===== src/smx_pkg.sv =====
package smx_pkg;

   localparam int unsigned DefDataDepth   = 64;
   localparam int unsigned DefReturnDepth = 64;
   localparam int unsigned DefMemCells    = 256;

   localparam int unsigned WordWidth = 16;
   localparam int unsigned CmdWidth  = 5;
   localparam int unsigned OutDepthWidth = 7;

   // Primitive codes carried in the command field.
   typedef enum logic [CmdWidth-1:0] {
      CMD_LIT     = 5'd0,
      CMD_ADD     = 5'd1,
      CMD_SUB     = 5'd2,
      CMD_MUL     = 5'd3,
      CMD_DIV     = 5'd4,
      CMD_LT      = 5'd5,
      CMD_GT      = 5'd6,
      CMD_EQ      = 5'd7,
      CMD_DUP     = 5'd8,
      CMD_SWAP    = 5'd9,
      CMD_ROT     = 5'd10,
      CMD_NROT    = 5'd11,
      CMD_DROP    = 5'd12,
      CMD_TOR     = 5'd13,
      CMD_RFROM   = 5'd14,
      CMD_RFETCH  = 5'd15,
      CMD_FETCH   = 5'd16,
      CMD_STORE   = 5'd17,
      CMD_CELLS   = 5'd18,
      CMD_ZBRANCH = 5'd19,
      CMD_DOT     = 5'd20
   } cmd_type;

   typedef enum logic [1:0] {
      FLT_OK    = 2'd0,
      FLT_UNDER = 2'd1,
      FLT_OVER  = 2'd2,
      FLT_DIV0  = 2'd3
   } fault_type;

   // Control group from the sequencer to the divider.
   typedef struct packed {
      logic start;
      logic is_signed;
   } div_ctrl_type;

endpackage


===== src/smx_ram.sv =====
module smx_ram
   import smx_pkg::*;
#(
   parameter int unsigned WIDTH = WordWidth,
   parameter int unsigned DEPTH = DefDataDepth
) (
   input  logic                     clock,
   input  logic                     we,
   input  logic [$clog2(DEPTH)-1:0] waddr,
   input  logic [WIDTH-1:0]         wdata,
   input  logic [$clog2(DEPTH)-1:0] raddr,
   output logic [WIDTH-1:0]         rdata
);

   logic [WIDTH-1:0] mem [DEPTH];

   // One write port and one registered read port.
   always_ff @(posedge clock) begin
      if (we) begin
         mem[waddr] <= wdata;
      end
      rdata <= mem[raddr];
   end

endmodule


===== config.mk =====
export PLATFORM = sky130hd
export DESIGN_NAME = smx_ram
export DESIGN_NICKNAME = d
export VERILOG_FILES = /design/src/smx_pkg.sv /design/src/smx_ram.sv
export SDC_FILE = /design/constraint.sdc
export NUM_CORES = 1
export LEC_CHECK = 0
export BUFFER_PORTS_ARGS = -buffer_cell sky130_fd_sc_hd__buf_2
export CAP_MARGIN = 0
export CORE_MARGIN = 2
export CORE_UTILIZATION = 35
export DETAILED_ROUTE_END_ITERATION = 10
export PLACE_DENSITY = 0.6
export SYNTH_ARGS = -nofsm -noshare
export SYNTH_HDL_FRONTEND = slang
export SYNTH_SLANG_ARGS = --single-unit
export TNS_END_PERCENT = 20

===== constraint.sdc =====
create_clock -name clock -period 6.5 [get_ports clock]
set_input_delay 1.3 -clock clock [delete_from_list [all_inputs] [get_ports clock]]
set_output_delay 1.3 -clock clock [all_outputs]
set_load 0.005 [all_outputs]

# [Word level (Yosys, flattened, before mapping)]
# Memory sizes are Yosys's and may differ from the RTL's. A register that Yosys moved wholly into a read port is not among the register bits.
# Index checks and enable logic that the tools add are counted.
# W data, S select, Z words.
[totals] reg_bits=0 in_bits=30 memories=1 output_inout_bits=16 mem_bits_rw=1024
[mem_list] name="mem" words=64 word_bits=16 rd=1 rd_ports_with_merged_regs=1 wr=1 line_no="smx_ram.sv:15" text="logic [WIDTH-1:0] mem [DEPTH];"
[op_classes] mux=2
[ops] cell="$mux W1" n=2

# [Longest topological paths before layout]
# Gate-level depths: netlist of run 1.
[logic_depth] word_depth=2 ltp_mapped=10

# [Worst setup path after synthesis of run 1]
# No wires, ideal clock.
[synth_timing] path_type="input -> register" startpoint="input port waddr[3]" endpoint="memory mem[48][0] in the netlist's numbering, enable pin" path_slack_ns=3.165 setup_time_ns=0.409 arrival_time_ns=2.926 n_path_buf=1 stages=4 path_cell_list="clkbuf_1 -> nor2b_1 -> nand4b_1 -> nor3_1"
[synth_lines] element="from (decl)" line_no="smx_ram.sv:9" text="input logic [$clog2(DEPTH)-1:0] waddr,"
[synth_lines] element="to (decl)" line_no="smx_ram.sv:15"
# Straight into the memory's write port.

==> results of run 1 <==
==> flip-flops by register name (all words and copies together) (netlist names) <==
name and count:
rdata 16, mem 1024
==> critical path, cell delays in order <==
cell and delay (ps):
buf_8 500, buf_4 500, buf_4 300, mux4_2 510
mux2i_1 490, a22oi_1 150, a31oi_1 460, a311oi_1 100
==> Yosys cell counts (17+ instances only) <==
master / number
nand2_1: 59
buf_2: 36
edfxtp_1: 1024
mux2i_1: 85
a22oi_1: 39
nor2b_1: 30
clkbuf_1: 24
mux2_2: 27
nand3_1: 24
nor2_1: 72
a21oi_1: 17
buf_6: 17
mux4_2: 220
==> cells by family after synthesis <==
kind of cell / after synthesis / synth area share
flip-flops: 1040 / 0.776
multiplexers: 336 / 0.155
AND/OR/NAND/NOR: 220 / 0.0265
AO/OA/AOI/OAI: 129 / 0.0241
buffers and inverters: 104 / 0.0183
==> per-stage QoR <==
stage / hold WS (ps) / total power [mW] / area (sq um)
6_report: 891 / 14.1 / 45700
5_1_grt: 940 / 14.5 / 45700
4_1_cts: 909 / 14.2 / 45700
3_5_place_dp: 897 / 8.30 / 42300
3_3_place_gp: 872 / 8.29 / 42300
2_1_floorplan: 750 / 7.96 / 40000
==> layer usage <==
| layer | part of all wire | global-route usage | vias up | routed length (um) |
|---|---|---|---|---|
| li1 | - | - | 7982 | - |
| met1 | 0.42 | 0.230 | 10400 | 41100 |
| met3 | 0.072 | 0.0341 | 147 | 7090 |
| met2 | 0.48 | 0.270 | 769 | 47100 |
| met5 | 0.000072 | 0 | - | 7 |
| met4 | 0.026 | 0.0448 | 2 | 2510 |
==> worst paths after layout <==
check | from | to | slack, ps | cells after the start
setup / recovery | raddr[0] | rdata[0] | 2540 | 8
hold reg to reg | mem[44][13] | rdata[13] | 890 | 4
setup reg to reg | mem[2][0] | rdata[0] | 4270 | 5
hold / removal | mem[44][13] | rdata[13] | 890 | 4
==> area by class of cell <==
type	instances	area (sq um)
well taps	1512	1890
repair buffers	149	1110
fillers	10000	68100
flip-flops and latches	1040	31100
clock inverters	54	562
clock buffers	141	2860
multi-input cells	685	8250
==> power by group <==
part	total, mW	internal (mW)	leakage, nW	switching, mW
sequential	7.46	7.43	9.35	0.0308
clock	5.94	3.42	1.67	2.52
combinational	0.692	0.244	3.34	0.448
total	14.1	11.1	14.4	3.00
==> results.md, run 1 <==
* Status: finished, final reports clean
* Antenna violations before repair at 8
* Post-DP HPWL at 57800 um
* Post-DRT Antenna Nets at 0
* Most common cell after layout, fill and taps aside: edfxtp_1
* Inst Count DP at 3386
* GRT Total Usage at 0.167
* Min-delay worst type: reg -> reg
* Port bufs at 45
* Number of synthesized register bits at 1040
* Clock H-tree levels at 3
* Layout cells sized above 1 at 0.271
* Post-synth top area cell: edfxtp_1
* Via count of the first global-routing pass at 19500
* Crit share post-route at 0.609
* Hold bufs inserted after CTS at 0
* Nets at 2011
* Post-synth ARST share at 0
* Via count at 19300
* P_leak at 14.4 nW
* Worst clock skew at 23.2 ps
* Initial DRC count at 2258
* CTS buffer count at 105
* Initial core utilization at 0.352
* # Post-CTS Setup Buffers at 0
* Top FF cell, synth: edfxtp_1
* Most frequent cells in the layout: edfxtp_1 (1024), mux4_2 (220), clkbuf_16 (105), buf_4 (98), mux2i_1 (85)
* TritonCTS clock tree: done
* Fin util at 0.402
* Minimum clock period at 3960 ps
* Site Rows at 124
* Core Area at 114000 sq um
* Syn nets at 1859
* Total gr overflow at 0
* CP Max Fanout at 53
* PD cells at 308 nW/um^2
* Yosys cell types at 43
* Chip height at 342 um
* Worst slack at placement at 1890 ps
* Clock transition at path regs at 60 ps
* CTS root buffer: clkbuf_16
* Gpl congestion at 0.831
* Yosys top cell area share at 0.768
* # clock sinks at 1040
* DRC violations left at 0
* Total wire length at 97800 um
* Ys Warns at 0
* Final Hold Vio Count at 0
* Final-report max-slew violation count at 0
* Synth top area cells: edfxtp_1 (77%), mux4_2 (12%), mux2i_1 (2.1%)
* Worst path required time at 6960 ps
* Final setup margin at 2540 ps
* Rel. slew slack at 0.0609
* Drt first pass iters at 5
* Maxcap violations at 0
* Area Growth Syn to Fin at 14.2%
* Peak Freq at 253 MHz
* Max rail drop VDD at 234 uV
* Pin count of the biggest net entering global routing at 98
* Max clock buf depth at 3
* Worst Setup Path Type: in -> reg
* Sequential area share after synthesis at 0.776
* Worst EP arrival at 4420 ps
* Post-CTS Resized at 0
* Unrepaired setup endpoints after global routing: false
* Die Area at 117000 sq um
* CP endpoint kind: flop
* Count of inserted antenna diode cells at 0
* Final setup TNS at 0 ps
* First-pass GRT wire length at 141000 um
* Die W at 342 um
* WL per Instance at 27.3 um
* Final setup viols at 0
* CP Launch Type: input port
* Cell Area, Synth at 40000 sq um
* Top-Level Pins at 46
* Vias/cell at 5.38
* Slew @ Worst Pin at 1410 ps
* Non-Filler Instances at 3581
* Mean Syn Cell Area at 21.9 sq um
* Number of synthesized flops with an enable pin at 1024
* Worst-Skew Late Latency at 680 ps
* Cells after Synth at 1829
Note: power is estimated with default switching activity, not from simulation.
==> run 2, diff against run 1 <==
==> constraint.sdc (replaced) <==
create_clock -name clock -period 3.8 [get_ports clock]
set_input_delay 0.76 -clock clock [delete_from_list [all_inputs] [get_ports clock]]
set_output_delay 0.76 -clock clock [all_outputs]
set_load 0.005 [all_outputs]
==> run 2 against run 1 <==
Against the previous run: sequential power increased by 72%; critical path depth down 2; total power up 72%; global-route usage is 0.18 points higher; sequential cell count is the same; first-iteration DRC count shrank 8.1%; worst hold slack worse by 180 ps; die area did not move; design area up 0.84%; critical path type unchanged.
==> results.md, run 2 (synthesized netlist as in run 1, its figures left out) <==
* Total wire length at 98500 um (+0.67%)
* CTS root buffer: clkbuf_16
* Largest registers: mem: 1024 flops, rdata: 16 flops
* Core Area at 114000 sq um (unchanged)
* Worst path cell trace: buf_8 -> buf_12 -> mux4_1 -> mux2_2 -> a21oi_1 -> nor4_2
* Minimum clock period at 2950 ps
* Clock transition at path regs at 60 ps (about the same)
* # Post-CTS Setup Buffers at 0 (unchanged)
* Drt first pass iters at 5 (unchanged)
* Most common cell after layout, fill and taps aside: edfxtp_1
* CP max stage delay at 650 ps (+140 ps)
* Min-delay worst type: in -> reg
* Gpl congestion at 0.813 (-2.1%)
* CP Max Fanout at 61 (+15%)
* Worst clock skew at 22.2 ps (-0.942 ps)
* Top-Level Pins at 46 (unchanged)
* Die W at 342 um (unchanged)
* Largest register FFs at 1024 (unchanged)
* Multi-input combinational cell area at 8250 sq um (about the same)
* Hold_ws at 709 ps (-183 ps)
* Register Area at 31100 sq um (unchanged)
* Crit share post-route at 0.775
* Post-CTS Resized at 0 (unchanged)
* Slew @ Worst Pin at 1240 ps (-164 ps)
* Status: finished, final reports clean
* Slowest stage cell, crit path: mux4_1
* DRC violations left at 0 (unchanged)
* First-pass GRT wire length at 142000 um (+0.92%)
* Total gr overflow at 0 (unchanged)
* CP endpoint kind: flop
* Clock H-tree levels at 3 (unchanged)
* Post-DP HPWL at 59600 um (+3.1%)
* Nets at 2054 (+2.1%)
* Antenna violations before repair at 7 (-1)
* CP Launch Type: input port
* Chip height at 342 um (unchanged)
* Pin count of the biggest net entering global routing at 79 (-19%)
* Peak Freq at 339 MHz
* Worst path required time at 4330 ps (-2630 ps)
* Maxcap violations at 0 (unchanged)
* Final Hold Vio Count at 0 (unchanged)
* Initial DRC count at 2075 (-8.1%)
* PD cells at 527 nW/um^2 (+71%)
* Die Area at 117000 sq um (unchanged)
* Via count of the first global-routing pass at 19700 (+1.4%)
* GRT Total Usage at 0.169 (+0.00180)
* Port bufs at 45 (unchanged)
* Fillers at 9940 (-0.67%)
* Most frequent cells in the layout: edfxtp_1 (1024), mux4_2 (220), buf_4 (141), clkbuf_16 (106), mux2i_1 (85)
* Final setup viols at 0 (unchanged)
* Site Rows at 124 (unchanged)
* Post-DRT Antenna Nets at 0 (unchanged)
* Max clock buf depth at 3 (unchanged)
* # clock sinks at 1040 (unchanged)
* P_leak at 14.6 nW (+1.7%)
* Unrepaired setup endpoints after global routing: false
* Worst EP arrival at 3470 ps (-950 ps)
* Hold bufs inserted after CTS at 0 (unchanged)
* Worst Setup Path Type: in -> reg
* Rel. slew slack at 0.172 (+0.111)
* Fin util at 0.405 (+0.00337)
* WL per Instance at 27.2 um (-0.41%)
* Vias/cell at 5.36 (-0.34%)
* Area Growth Syn to Fin at 15.2%
* Final setup TNS at 0 ps (unchanged)
* Max rail drop VDD at 339 uV (+45%)
* Initial core utilization at 0.352 (unchanged)
* R2R Setup Slk at 1510 ps (-2760 ps)
* Final-report max-slew violation count at 0 (unchanged)
* CTS buffer count at 103 (-1.9%)
* Via count at 19400 (+0.75%)
* TritonCTS clock tree: done
* Biggest register: mem
* Worst-Skew Late Latency at 670 ps (about the same)
* Layout cells sized above 1 at 0.286 (+0.0147)
run 2: final cells by class:
class,count,share of cell area
diodes,2,0.000108
clock buffers,131,0.0608
multi-input cells,685,0.179
clock inverters,56,0.0138
flip-flops and latches,1040,0.674
well taps,1512,0.0410
repair buffers,194,0.0319
run 2: routing by layer:
metal | vias to the layer above | routed length (um) | track usage
met5 | - | 46 | 0
met4 | 8 | 2020 | 0.0407
met3 | 148 | 7310 | 0.0358
met2 | 728 | 47800 | 0.274
met1 | 10400 | 41300 | 0.233
li1 | 8083 | - | -
run 2: where the power goes:
part	total, mW	leakage (nW)	switching (mW)	internal (mW)
logic	1.19	3.57	0.749	0.443
registers	12.8	9.35	0.0537	12.7
clock network	10.4	1.68	4.26	6.10
run 2: worst paths after layout:
kind               startpoint          to  cells past startpoint
setup / recovery     raddr[0]    rdata[6]                      6
hold reg to reg    mem[2][12]   rdata[12]                      4
setup reg to reg  mem[23][15]   rdata[15]                      6
hold / removal       wdata[5]  mem[30][5]                      1
run 2: worst max-delay path: cells and delay by family:
| family | cells | cell delay [ps] |
|---|---|---|
| muxes | 2 | 940 |
| buffers and inverters | 2 | 920 |
| AOI/OAI and AO/OA | 1 | 580 |
| and+or+nand+nor | 1 | 110 |
run 2: per-stage QoR:
| stage | total power [mW] | area [sq um] | std cells | setup WS, ps |
|---|---|---|---|---|
| global placement | 14.2 | 42700 | 3431 | 177 |
| detailed placement | 14.2 | 42700 | 3431 | 195 |
| floorplan | 13.6 | 40000 | 1829 | 1010 |
| finish | 24.3 | 46100 | 3620 | 854 |
| CTS | 24.5 | 46100 | 3618 | 898 |
| global route | 25.0 | 46100 | 3618 | 759 |
