[config.mk]
export PLATFORM = sky130hd
export DESIGN_NAME = smx_divider
export DESIGN_NICKNAME = d
export VERILOG_FILES = /design/src/smx_pkg.sv /design/src/smx_divider.sv
export SDC_FILE = /design/constraint.sdc
export NUM_CORES = 1
export LEC_CHECK = 0
export ABC_AREA = 1
export BUFFER_PORTS_ARGS = -buffer_cell sky130_fd_sc_hd__buf_2
export CORE_MARGIN = 5
export CORE_UTILIZATION = 40
export DETAILED_ROUTE_END_ITERATION = 16
export HOLD_SLACK_MARGIN = 0.02
export PLACE_DENSITY = 0.65
export SKIP_LAST_GASP = 1
export SYNTH_ARGS = -nofsm -noshare
export SYNTH_HDL_FRONTEND = slang
export SYNTH_SLANG_ARGS = --single-unit
[constraint.sdc]
create_clock -name clock -period 4.96 [get_ports clock]
set_input_delay 0.496 -clock clock [delete_from_list [all_inputs] [get_ports clock]]
set_output_delay 0.496 -clock clock [all_outputs]
set_load 0.05 [all_outputs]
[src/smx_pkg.sv]
package smx_pkg;

   localparam int unsigned DefDataDepth   = 64;
   localparam int unsigned DefReturnDepth = 64;
   localparam int unsigned DefMemCells    = 256;

   localparam int unsigned WordWidth = 16;
   localparam int unsigned CmdWidth  = 5;
   localparam int unsigned OutDepthWidth = 7;

   // Primitive codes carried in the command field.
   typedef enum logic [CmdWidth-1:0] {
      CMD_LIT     = 5'd0,
      CMD_ADD     = 5'd1,
      CMD_SUB     = 5'd2,
      CMD_MUL     = 5'd3,
      CMD_DIV     = 5'd4,
      CMD_LT      = 5'd5,
      CMD_GT      = 5'd6,
      CMD_EQ      = 5'd7,
      CMD_DUP     = 5'd8,
      CMD_SWAP    = 5'd9,
      CMD_ROT     = 5'd10,
      CMD_NROT    = 5'd11,
      CMD_DROP    = 5'd12,
      CMD_TOR     = 5'd13,
      CMD_RFROM   = 5'd14,
      CMD_RFETCH  = 5'd15,
      CMD_FETCH   = 5'd16,
      CMD_STORE   = 5'd17,
      CMD_CELLS   = 5'd18,
      CMD_ZBRANCH = 5'd19,
      CMD_DOT     = 5'd20
   } cmd_type;

   typedef enum logic [1:0] {
      FLT_OK    = 2'd0,
      FLT_UNDER = 2'd1,
      FLT_OVER  = 2'd2,
      FLT_DIV0  = 2'd3
   } fault_type;

   // Control group from the sequencer to the divider.
   typedef struct packed {
      logic start;
      logic is_signed;
   } div_ctrl_type;

endpackage

[src/smx_divider.sv]
module smx_divider
   import smx_pkg::*;
(
   input  logic                 clock,
   input  logic                 reset,
   input  div_ctrl_type         ctrl,
   input  logic [WordWidth-1:0] dividend,
   input  logic [WordWidth-1:0] divisor,
   output logic                 done,
   output logic [WordWidth-1:0] quotient,
   output logic [WordWidth-1:0] remainder
);

   localparam int unsigned CW = $clog2(WordWidth + 1);

   logic [WordWidth-1:0] q_ff, q_in;
   logic [WordWidth-1:0] rem_ff, rem_in;
   logic [WordWidth-1:0] dv_ff, dv_in;
   logic                 neg_ff, neg_in;
   logic [CW-1:0]        cnt_ff, cnt_in;
   logic                 busy_ff, busy_in;
   logic                 done_ff, done_in;
   logic [WordWidth:0]   shifted;
   logic [WordWidth:0]   diff;
   logic                 a_neg, b_neg;

   assign a_neg = ctrl.is_signed & dividend[WordWidth-1];
   assign b_neg = ctrl.is_signed & divisor[WordWidth-1];

   // Restoring division on magnitudes, one quotient bit per cycle.
   always_comb begin
      q_in    = q_ff;
      rem_in  = rem_ff;
      dv_in   = dv_ff;
      neg_in  = neg_ff;
      cnt_in  = cnt_ff;
      busy_in = busy_ff;
      done_in = 1'b0;
      shifted = {rem_ff, q_ff[WordWidth-1]};
      diff    = shifted - {1'b0, dv_ff};
      if (ctrl.start) begin
         q_in    = a_neg ? (~dividend + 1'b1) : dividend;
         dv_in   = b_neg ? (~divisor + 1'b1) : divisor;
         neg_in  = a_neg ^ b_neg;
         rem_in  = '0;
         cnt_in  = CW'(WordWidth);
         busy_in = 1'b1;
      end else if (busy_ff) begin
         if (!diff[WordWidth]) begin
            rem_in = diff[WordWidth-1:0];
            q_in   = {q_ff[WordWidth-2:0], 1'b1};
         end else begin
            rem_in = shifted[WordWidth-1:0];
            q_in   = {q_ff[WordWidth-2:0], 1'b0};
         end
         cnt_in = cnt_ff - 1'b1;
         if (cnt_ff == CW'(1)) begin
            busy_in = 1'b0;
            done_in = 1'b1;
         end
      end
   end

   always_ff @(posedge clock) begin
      if (reset) begin
         busy_ff <= 1'b0;
         done_ff <= 1'b0;
         cnt_ff  <= '0;
      end else begin
         busy_ff <= busy_in;
         done_ff <= done_in;
         cnt_ff  <= cnt_in;
      end
      q_ff   <= q_in;
      rem_ff <= rem_in;
      dv_ff  <= dv_in;
      neg_ff <= neg_in;
   end

   assign done      = done_ff;
   assign quotient  = neg_ff ? (~q_ff + 1'b1) : q_ff;
   assign remainder = rem_ff;

endmodule
# After elaboration in Yosys (flattened, before gate mapping)
# Cells that the tools add are included.
# totals
reg_bits	56
input_bits	36
out_inout_bits	33
word_cells	37
# op_classes
addsub	5
n_eq_ne	1
n_mux	13
n_bitwise	7
reduce_logical	3
# op_table
cell	count
$mux W16	6
$add A16 B1 Y16 const B	3
$not A16 Y16	3
$sub A17 B16 Y17	1
$mux W5	2
$eq A5 B1 Y1 const B	1
$mux W1	5
$sub A5 B1 Y5 const B	1
$reduce_or A3 Y1	1
$and A1 B1 Y1	2
$reduce_bool A2 Y1	1
$reduce_or A2 Y1	1
$not A1 Y1	1
$xor A1 B1 Y1	1

# Logic depth before layout (Yosys ltp)
# Gate-level depths: netlist (run 1).
# depth
depth_word	4
mapped_depth	16
ltp_nobuf	16

# Worst setup path after synthesis (run 1)
# No wires, ideal clock.
# synth_timing
path_type	register to output
start	reg q_ff[0]
end	out quotient[12]
arrival_ps	2081
required_time_ps	4464
setup_slack_ps	2383
stages_incl_launch_ff	8
cell_sequence	edfxtp_1 -> inv_1 -> ha_1 -> inv_1 -> nor4_1 -> nand4_1 -> o21ai_0 -> xor2_1
# synth_between
elab_chain_cells	3
# synth_rtl
item	line_no	source
start: declaration	smx_divider.sv:16	logic [WordWidth-1:0] q_ff, q_in;
start signal: assignment	smx_divider.sv:74	q_ff <= q_in;
$not A16 Y16	smx_divider.sv:81	assign quotient = neg_ff ? (~q_ff + 1'b1) : q_ff;
$add A16 B1 Y16	smx_divider.sv:81	
$mux W16	smx_divider.sv:81	
end: declaration	smx_divider.sv:10	output logic [WordWidth-1:0] quotient,
# Every way passes these cells.

# Final worst setup path (run 1)
# Ends and elaborated chain as after synthesis.

==> impl_metrics.json, run 1 <==
{
  "end_kind": "output port",
  "hold_slack_ns": 0.351,
  "synthToLayoutAreaGrowth_pct": 12.6,
  "wl_per_cell_um": 12.2,
  "fmax_mhz": 329,
  "ys_types": 33,
  "finClkSkew_ns": 0.0120,
  "ioPinCount": 69,
  "fin_crit_sh": 0.614,
  "p_comb_frac": 0.311,
  "hold_viol_final": 0,
  "start_kind": "register",
  "finalMaxSlewViolations": 0,
  "worstMarginPinSlew_ns": 1.19,
  "rr_worst_depth": 13,
  "clock_path_buffers": 2,
  "die_y_um": 114,
  "rows": 38,
  "via_per_inst": 4.78,
  "drtPass1Iterations": 5,
  "postCtsSetupRepairBufs": 0,
  "layoutNonFillerInstCount": 847,
  "fin_tns_setup_ns": 0,
  "final_common_cell": "nand2_1",
  "first_global_vias": 3720,
  "cts_buffers": 5,
  "layout_min_cycle_time_ns": 3.04,
  "p_sw_uw": 447,
  "placed_cells": 839,
  "route.detailed.drc": 0,
  "synth_cells": 643,
  "grt_max_degree": 36,
  "ys_ff_latch": 56,
  "max-vdd-ir-drop_mv": 0.121,
  "drt-initial-drc-count": 236,
  "hold_buffers": 0,
  "crit-reg2reg-launch": "q_ff[15]",
  "max_cap_violations": 0,
  "post-route-util": 0.454,
  "switching_share": 0.377,
  "cts_tree": "yes",
  "dp_hpwl_um": 8340,
  "diodes": 0,
  "power.leakage_nw": 2.62,
  "most-common-layout-cells": "204 x nand2_1, 123 x inv_1, 68 x buf_2",
  "reg2reg_slack_ns": 2.51,
  "dieArea_um2": 13000,
  "antenna_found_initial": 0,
  "wl_um": 10300,
  "cts_root_buf": "clkbuf_8",
  "yosysSeqAreaShare": 0.336,
  "drive_above_1_share": 0.120,
  "clkTransAtPathRegs_ns": 0.11,
  "start_util": 0.403,
  "grt_pass1_wl_um": 17300,
  "rsz0062_at_grt": "false",
  "io_buffer_count": 68,
  "endpoint": "quotient[12]",
  "place.gp.congestion": 0.895,
  "syn_area_um2": 4310,
  "nets": 764,
  "setup_viol": 0,
  "p_per_area_nw_per_um2": 245,
  "critPathArrivalTime_ns": 2.55,
  "min_path_type": "input pin to register",
  "cts_resized": 0,
  "worstPathMaxFanout": 3,
  "cp-startpoint": "q_ff[0]",
  "syn_nets": 701,
  "die_w_um": 114,
  "max_slew_margin": 0.204,
  "cp.required_ns": 4.46,
  "yosysWarnings": 0,
  "vias": 4049,
  "setup_ws_ns": 1.92,
  "clkPwrFrac": 0.219,
  "dp_slack_ns": 2.06,
  "avgSynthCellArea_um2": 6.71,
  "status": "finished clean",
  "clk_latency_ns": 0.33,
  "crit_type": "register to output port",
  "rr_endpoint": "q_ff[0]",
  "grt-ovfl-total": 0,
  "p_int_uw": 740,
  "grt_usage": 0.165,
  "coreArea_um2": 10700,
  "clock_sinks": 56,
  "h-tree-depth": 2,
  "power_frac_seq": 0.470,
  "ant_nets": 0
}
## power by group through the flow
| stage | sequential (mW) | combinational, mW | clock, mW |
|---|---|---|---|
| 2_1_floorplan | 0.562 | 0.273 | 0 |
| 3_3_place_gp | 0.567 | 0.364 | 0 |
| 3_5_place_dp | 0.569 | 0.369 | 0 |
| 4_1_cts | 0.558 | 0.371 | 0.268 |
| 5_1_grt | 0.563 | 0.409 | 0.285 |
| 6_report | 0.558 | 0.369 | 0.260 |
## metrics by stage
step	power (mW)	instance area [um^2]
4_1_cts	1.20	4860
6_report	1.19	4860
3_5_place_dp	0.938	4760
5_1_grt	1.26	4860
3_3_place_gp	0.932	4760
2_1_floorplan	0.835	4310
## metal layers
layer	wire length [um]	part of all wire	up-vias	track usage
met3	526	0.051	6	0.0260
li1	-	-	2139	-
met2	4680	0.45	92	0.263
met5	0	0	-	0
met1	4980	0.48	1812	0.235
met4	105	0.010	0	0.0420
## layout make-up
class,count,area (um^2)
inverters,123,462
multi-input cells,452,2340
fillers,1126,5840
clock buffers,5,68.8
flip-flops and latches,56,1450
well taps,140,175
clock inverters,3,22.5
repair buffers,68,340
## worst min path at each step
stage / start / endpoint / slack [ns] / cells after the start
after floorplan: cnt_ff[4] / cnt_ff[4] / 0.44 / 2
after CTS: reset / cnt_ff[4] / 0.34 / 2
after global placement: cnt_ff[4] / cnt_ff[4] / 0.46 / 2
after detailed placement: cnt_ff[4] / cnt_ff[4] / 0.46 / 2
final: reset / cnt_ff[4] / 0.35 / 2
after global routing: reset / cnt_ff[4] / 0.34 / 2
## registers in the layout, summed over array words and instances, names as in the netlist
signal,flops
dv_ff,16
q_ff,16
remainder,16
cnt_ff,5
busy_ff,1
done,1
neg_ff,1
## worst max-delay path, stage by stage, from the launching register on
cell      delay, ns
edfxtp_1       0.45
inv_1          0.12
ha_1           0.16
inv_1          0.07
nor4_1         0.44
nand4_1        0.20
o21ai_0        0.25
xor2_1         0.23
buf_2          0.30
## cells in the mapped netlist
library cell / number / share of area
o22ai_1: 1 / 0.0015
a21oi_1: 15 / 0.017
and2_1: 1 / 0.0015
buf_2: 1 / 0.0012
and3_1: 2 / 0.0029
nand2_2: 4 / 0.0058
nand3_1: 46 / 0.053
or2_2: 2 / 0.0029
o21ai_0: 29 / 0.034
a211oi_1: 1 / 0.0017
a31oi_1: 3 / 0.0044
nor2_2: 2 / 0.0029
xnor2_1: 11 / 0.022
buf_4: 1 / 0.0017
edfxtp_1: 33 / 0.23
a21oi_2: 1 / 0.0020
nor4_1: 3 / 0.0044
buf_6: 2 / 0.0052
or2_1: 1 / 0.0015
dfxtp_1: 23 / 0.11
nand3b_1: 2 / 0.0035
inv_1: 123 / 0.11
nor2_1: 47 / 0.041
nand2_1: 204 / 0.18
ha_1: 21 / 0.061
o211ai_1: 4 / 0.0070
o31ai_1: 1 / 0.0017
fa_1: 1 / 0.0046
xor2_1: 30 / 0.061
nor3_1: 10 / 0.012
a21o_1: 1 / 0.0017
clkbuf_1: 8 / 0.0070
nand4_1: 9 / 0.013
## cells by family after synthesis
logic type,count (synthesis),share of synthesized area
AO/OA/AOI/OAI,56,0.0711
XOR/XNOR,41,0.0832
adder cells (fa/ha/maj),22,0.0655
buffers and inverters,135,0.122
flip-flops,56,0.336
AND/OR/NAND/NOR,333,0.322
(Power assumes the default switching activity.)
==> run 2, diff against run 1 <==
PLACE_DENSITY = 0.67   (was 0.65)
clock period = 2.8 ns   (was 4.96 ns; I/O delays follow)
==> run 2 against run 1 <==
Net effect: final cell count is 0.35% higher; critical path type unchanged; highest routed layer unchanged; first-iteration DRC count is 9.7% higher; combinational power is 80% higher.
==> impl_metrics.json, run 2 (synthesized netlist as in run 1, its figures left out) <==
{
  "max-vdd-ir-drop_mv": 0.205,
  "min_path_type": "input pin to register",
  "io_buffer_count": 68,
  "setup_viol": 0,
  "rr_worst_depth": 13,
  "diodes": 0,
  "cp-startpoint": "q_ff[1]",
  "cts_tree": "yes",
  "fill_cells": 1095,
  "die_w_um": 114,
  "finalMaxSlewViolations": 0,
  "hold_start": "reset",
  "vias": 4105,
  "postCtsSetupRepairBufs": 0,
  "fin_tns_setup_ns": 0,
  "critPathArrivalTime_ns": 2.30,
  "wl_um": 10600,
  "via_per_inst": 4.83,
  "status": "finished clean",
  "fin_crit_sh": 0.922,
  "cp.required_ns": 2.52,
  "rr_endpoint": "q_ff[0]",
  "grt-ovfl-total": 0,
  "ant_nets": 0,
  "fmax_mhz": 387,
  "nets": 767,
  "coreArea_um2": 10700,
  "post-route-util": 0.456,
  "h-tree-depth": 2,
  "most-common-layout-cells": "204 x nand2_1, 123 x inv_1, 68 x buf_2",
  "grt_max_degree": 24,
  "start_util": 0.403,
  "start_kind": "register",
  "wl_per_cell_um": 12.5,
  "clk_latency_ns": 0.33,
  "clock_path_buffers": 2,
  "reg2reg_slack_ns": 0.42,
  "holdPathEnd": "cnt_ff[4]",
  "worstMarginPinSlew_ns": 0.665,
  "clock_sinks": 56,
  "final_common_cell": "nand2_1",
  "grt_pass1_wl_um": 18100,
  "ioPinCount": 69,
  "first_global_vias": 3921,
  "cts_buffers": 5,
  "rows": 38,
  "max_cap_violations": 0,
  "route.detailed.drc": 0,
  "rsz0062_at_grt": "false",
  "die_y_um": 114,
  "drt-initial-drc-count": 259,
  "p_per_area_nw_per_um2": 436,
  "clkTransAtPathRegs_ns": 0.11,
  "place.gp.congestion": 1.00,
  "hold_slack_ns": 0.129,
  "worstPathMaxFanout": 3,
  "crit_type": "register to output port",
  "antenna_found_initial": 0,
  "dp_hpwl_um": 8460,
  "dieArea_um2": 13000,
  "layout_min_cycle_time_ns": 2.58,
  "cts_root_buf": "clkbuf_8",
  "finClkSkew_ns": 0.0225,
  "grt_usage": 0.169,
  "max_slew_margin": 0.556,
  "crit-reg2reg-launch": "q_ff[15]",
  "drtPass1Iterations": 5,
  "min_path_cells": 2,
  "synthToLayoutAreaGrowth_pct": 13.2,
  "drive_above_1_share": 0.124,
  "power.leakage_nw": 2.64,
  "hold_viol_final": 0,
  "end_kind": "output port"
}
## run 2: changes by cell type in the layout (fill, tap and decap cells not counted), sizes merged
cell / delta
clkinv: -2
clkbuf: +1
buf: +3
inv: +1
## run 2: what timing repair did
item                       in CTS  in global routing
resized for setup               0                  1
hold endpoints to repair        0                  0
setup endpoints to repair       0                  3
hold buffers                    0                  0
## run 2: cell type report
type                            count  area, um^2  share of cell area
Clock buffer                        6        72.6              0.0149
Clock inverter                      2        17.5             0.00359
Inverter                          123         462              0.0946
Multi-Input combinational cell    452        2340               0.479
Sequential cell                    56        1450               0.297
Tap cell                          140         175              0.0359
Timing Repair Buffer               71         363              0.0743
## run 2: worst max-delay path by stage
stage	slack, ns	cells after the start	to
floorplan	0.38	13	q_ff[0]
global placement	0.49	13	q_ff[0]
detailed placement	0.45	13	q_ff[0]
CTS	0.14	8	quotient[13]
global route	0.02	9	quotient[14]
finish	0.22	8	quotient[12]
## run 2: worst max-delay path: stages (launching register included)
cell      delay, ns
edfxtp_1       0.46
inv_1          0.10
ha_1           0.14
inv_1          0.07
nor4_1         0.41
nand4_1        0.16
o21ai_0        0.22
xor2_1         0.16
buf_2          0.28
## run 2: routing by layer
layer	track usage	vias to the layer above	wire length [um]
met2	0.283	117	4930
met4	0.0499	0	162
met3	0.0265	14	450
li1	-	2137	-
met5	0	-	0
met1	0.227	1837	5060
## run 2: where the power goes
group / leakage [nW] / switching [mW] / total (mW) / internal, mW
Clock: 0.0462 / 0.293 / 0.477 / 0.184
Combinational: 2.07 / 0.474 / 0.663 / 0.189
Sequential: 0.517 / 0.0434 / 0.989 / 0.946
Total: 2.64 / 0.810 / 2.13 / 1.32
## run 2: through the flow
step	area (um^2)	total power, mW	worst slack, ns	std cells
3_5_place_dp	4790	1.67	0.452	842
4_1_cts	4880	2.14	0.143	850
5_1_grt	4880	2.25	0.0182	850
6_report	4880	2.13	0.218	850
2_1_floorplan	4310	1.48	0.379	643
3_3_place_gp	4790	1.65	0.493	842
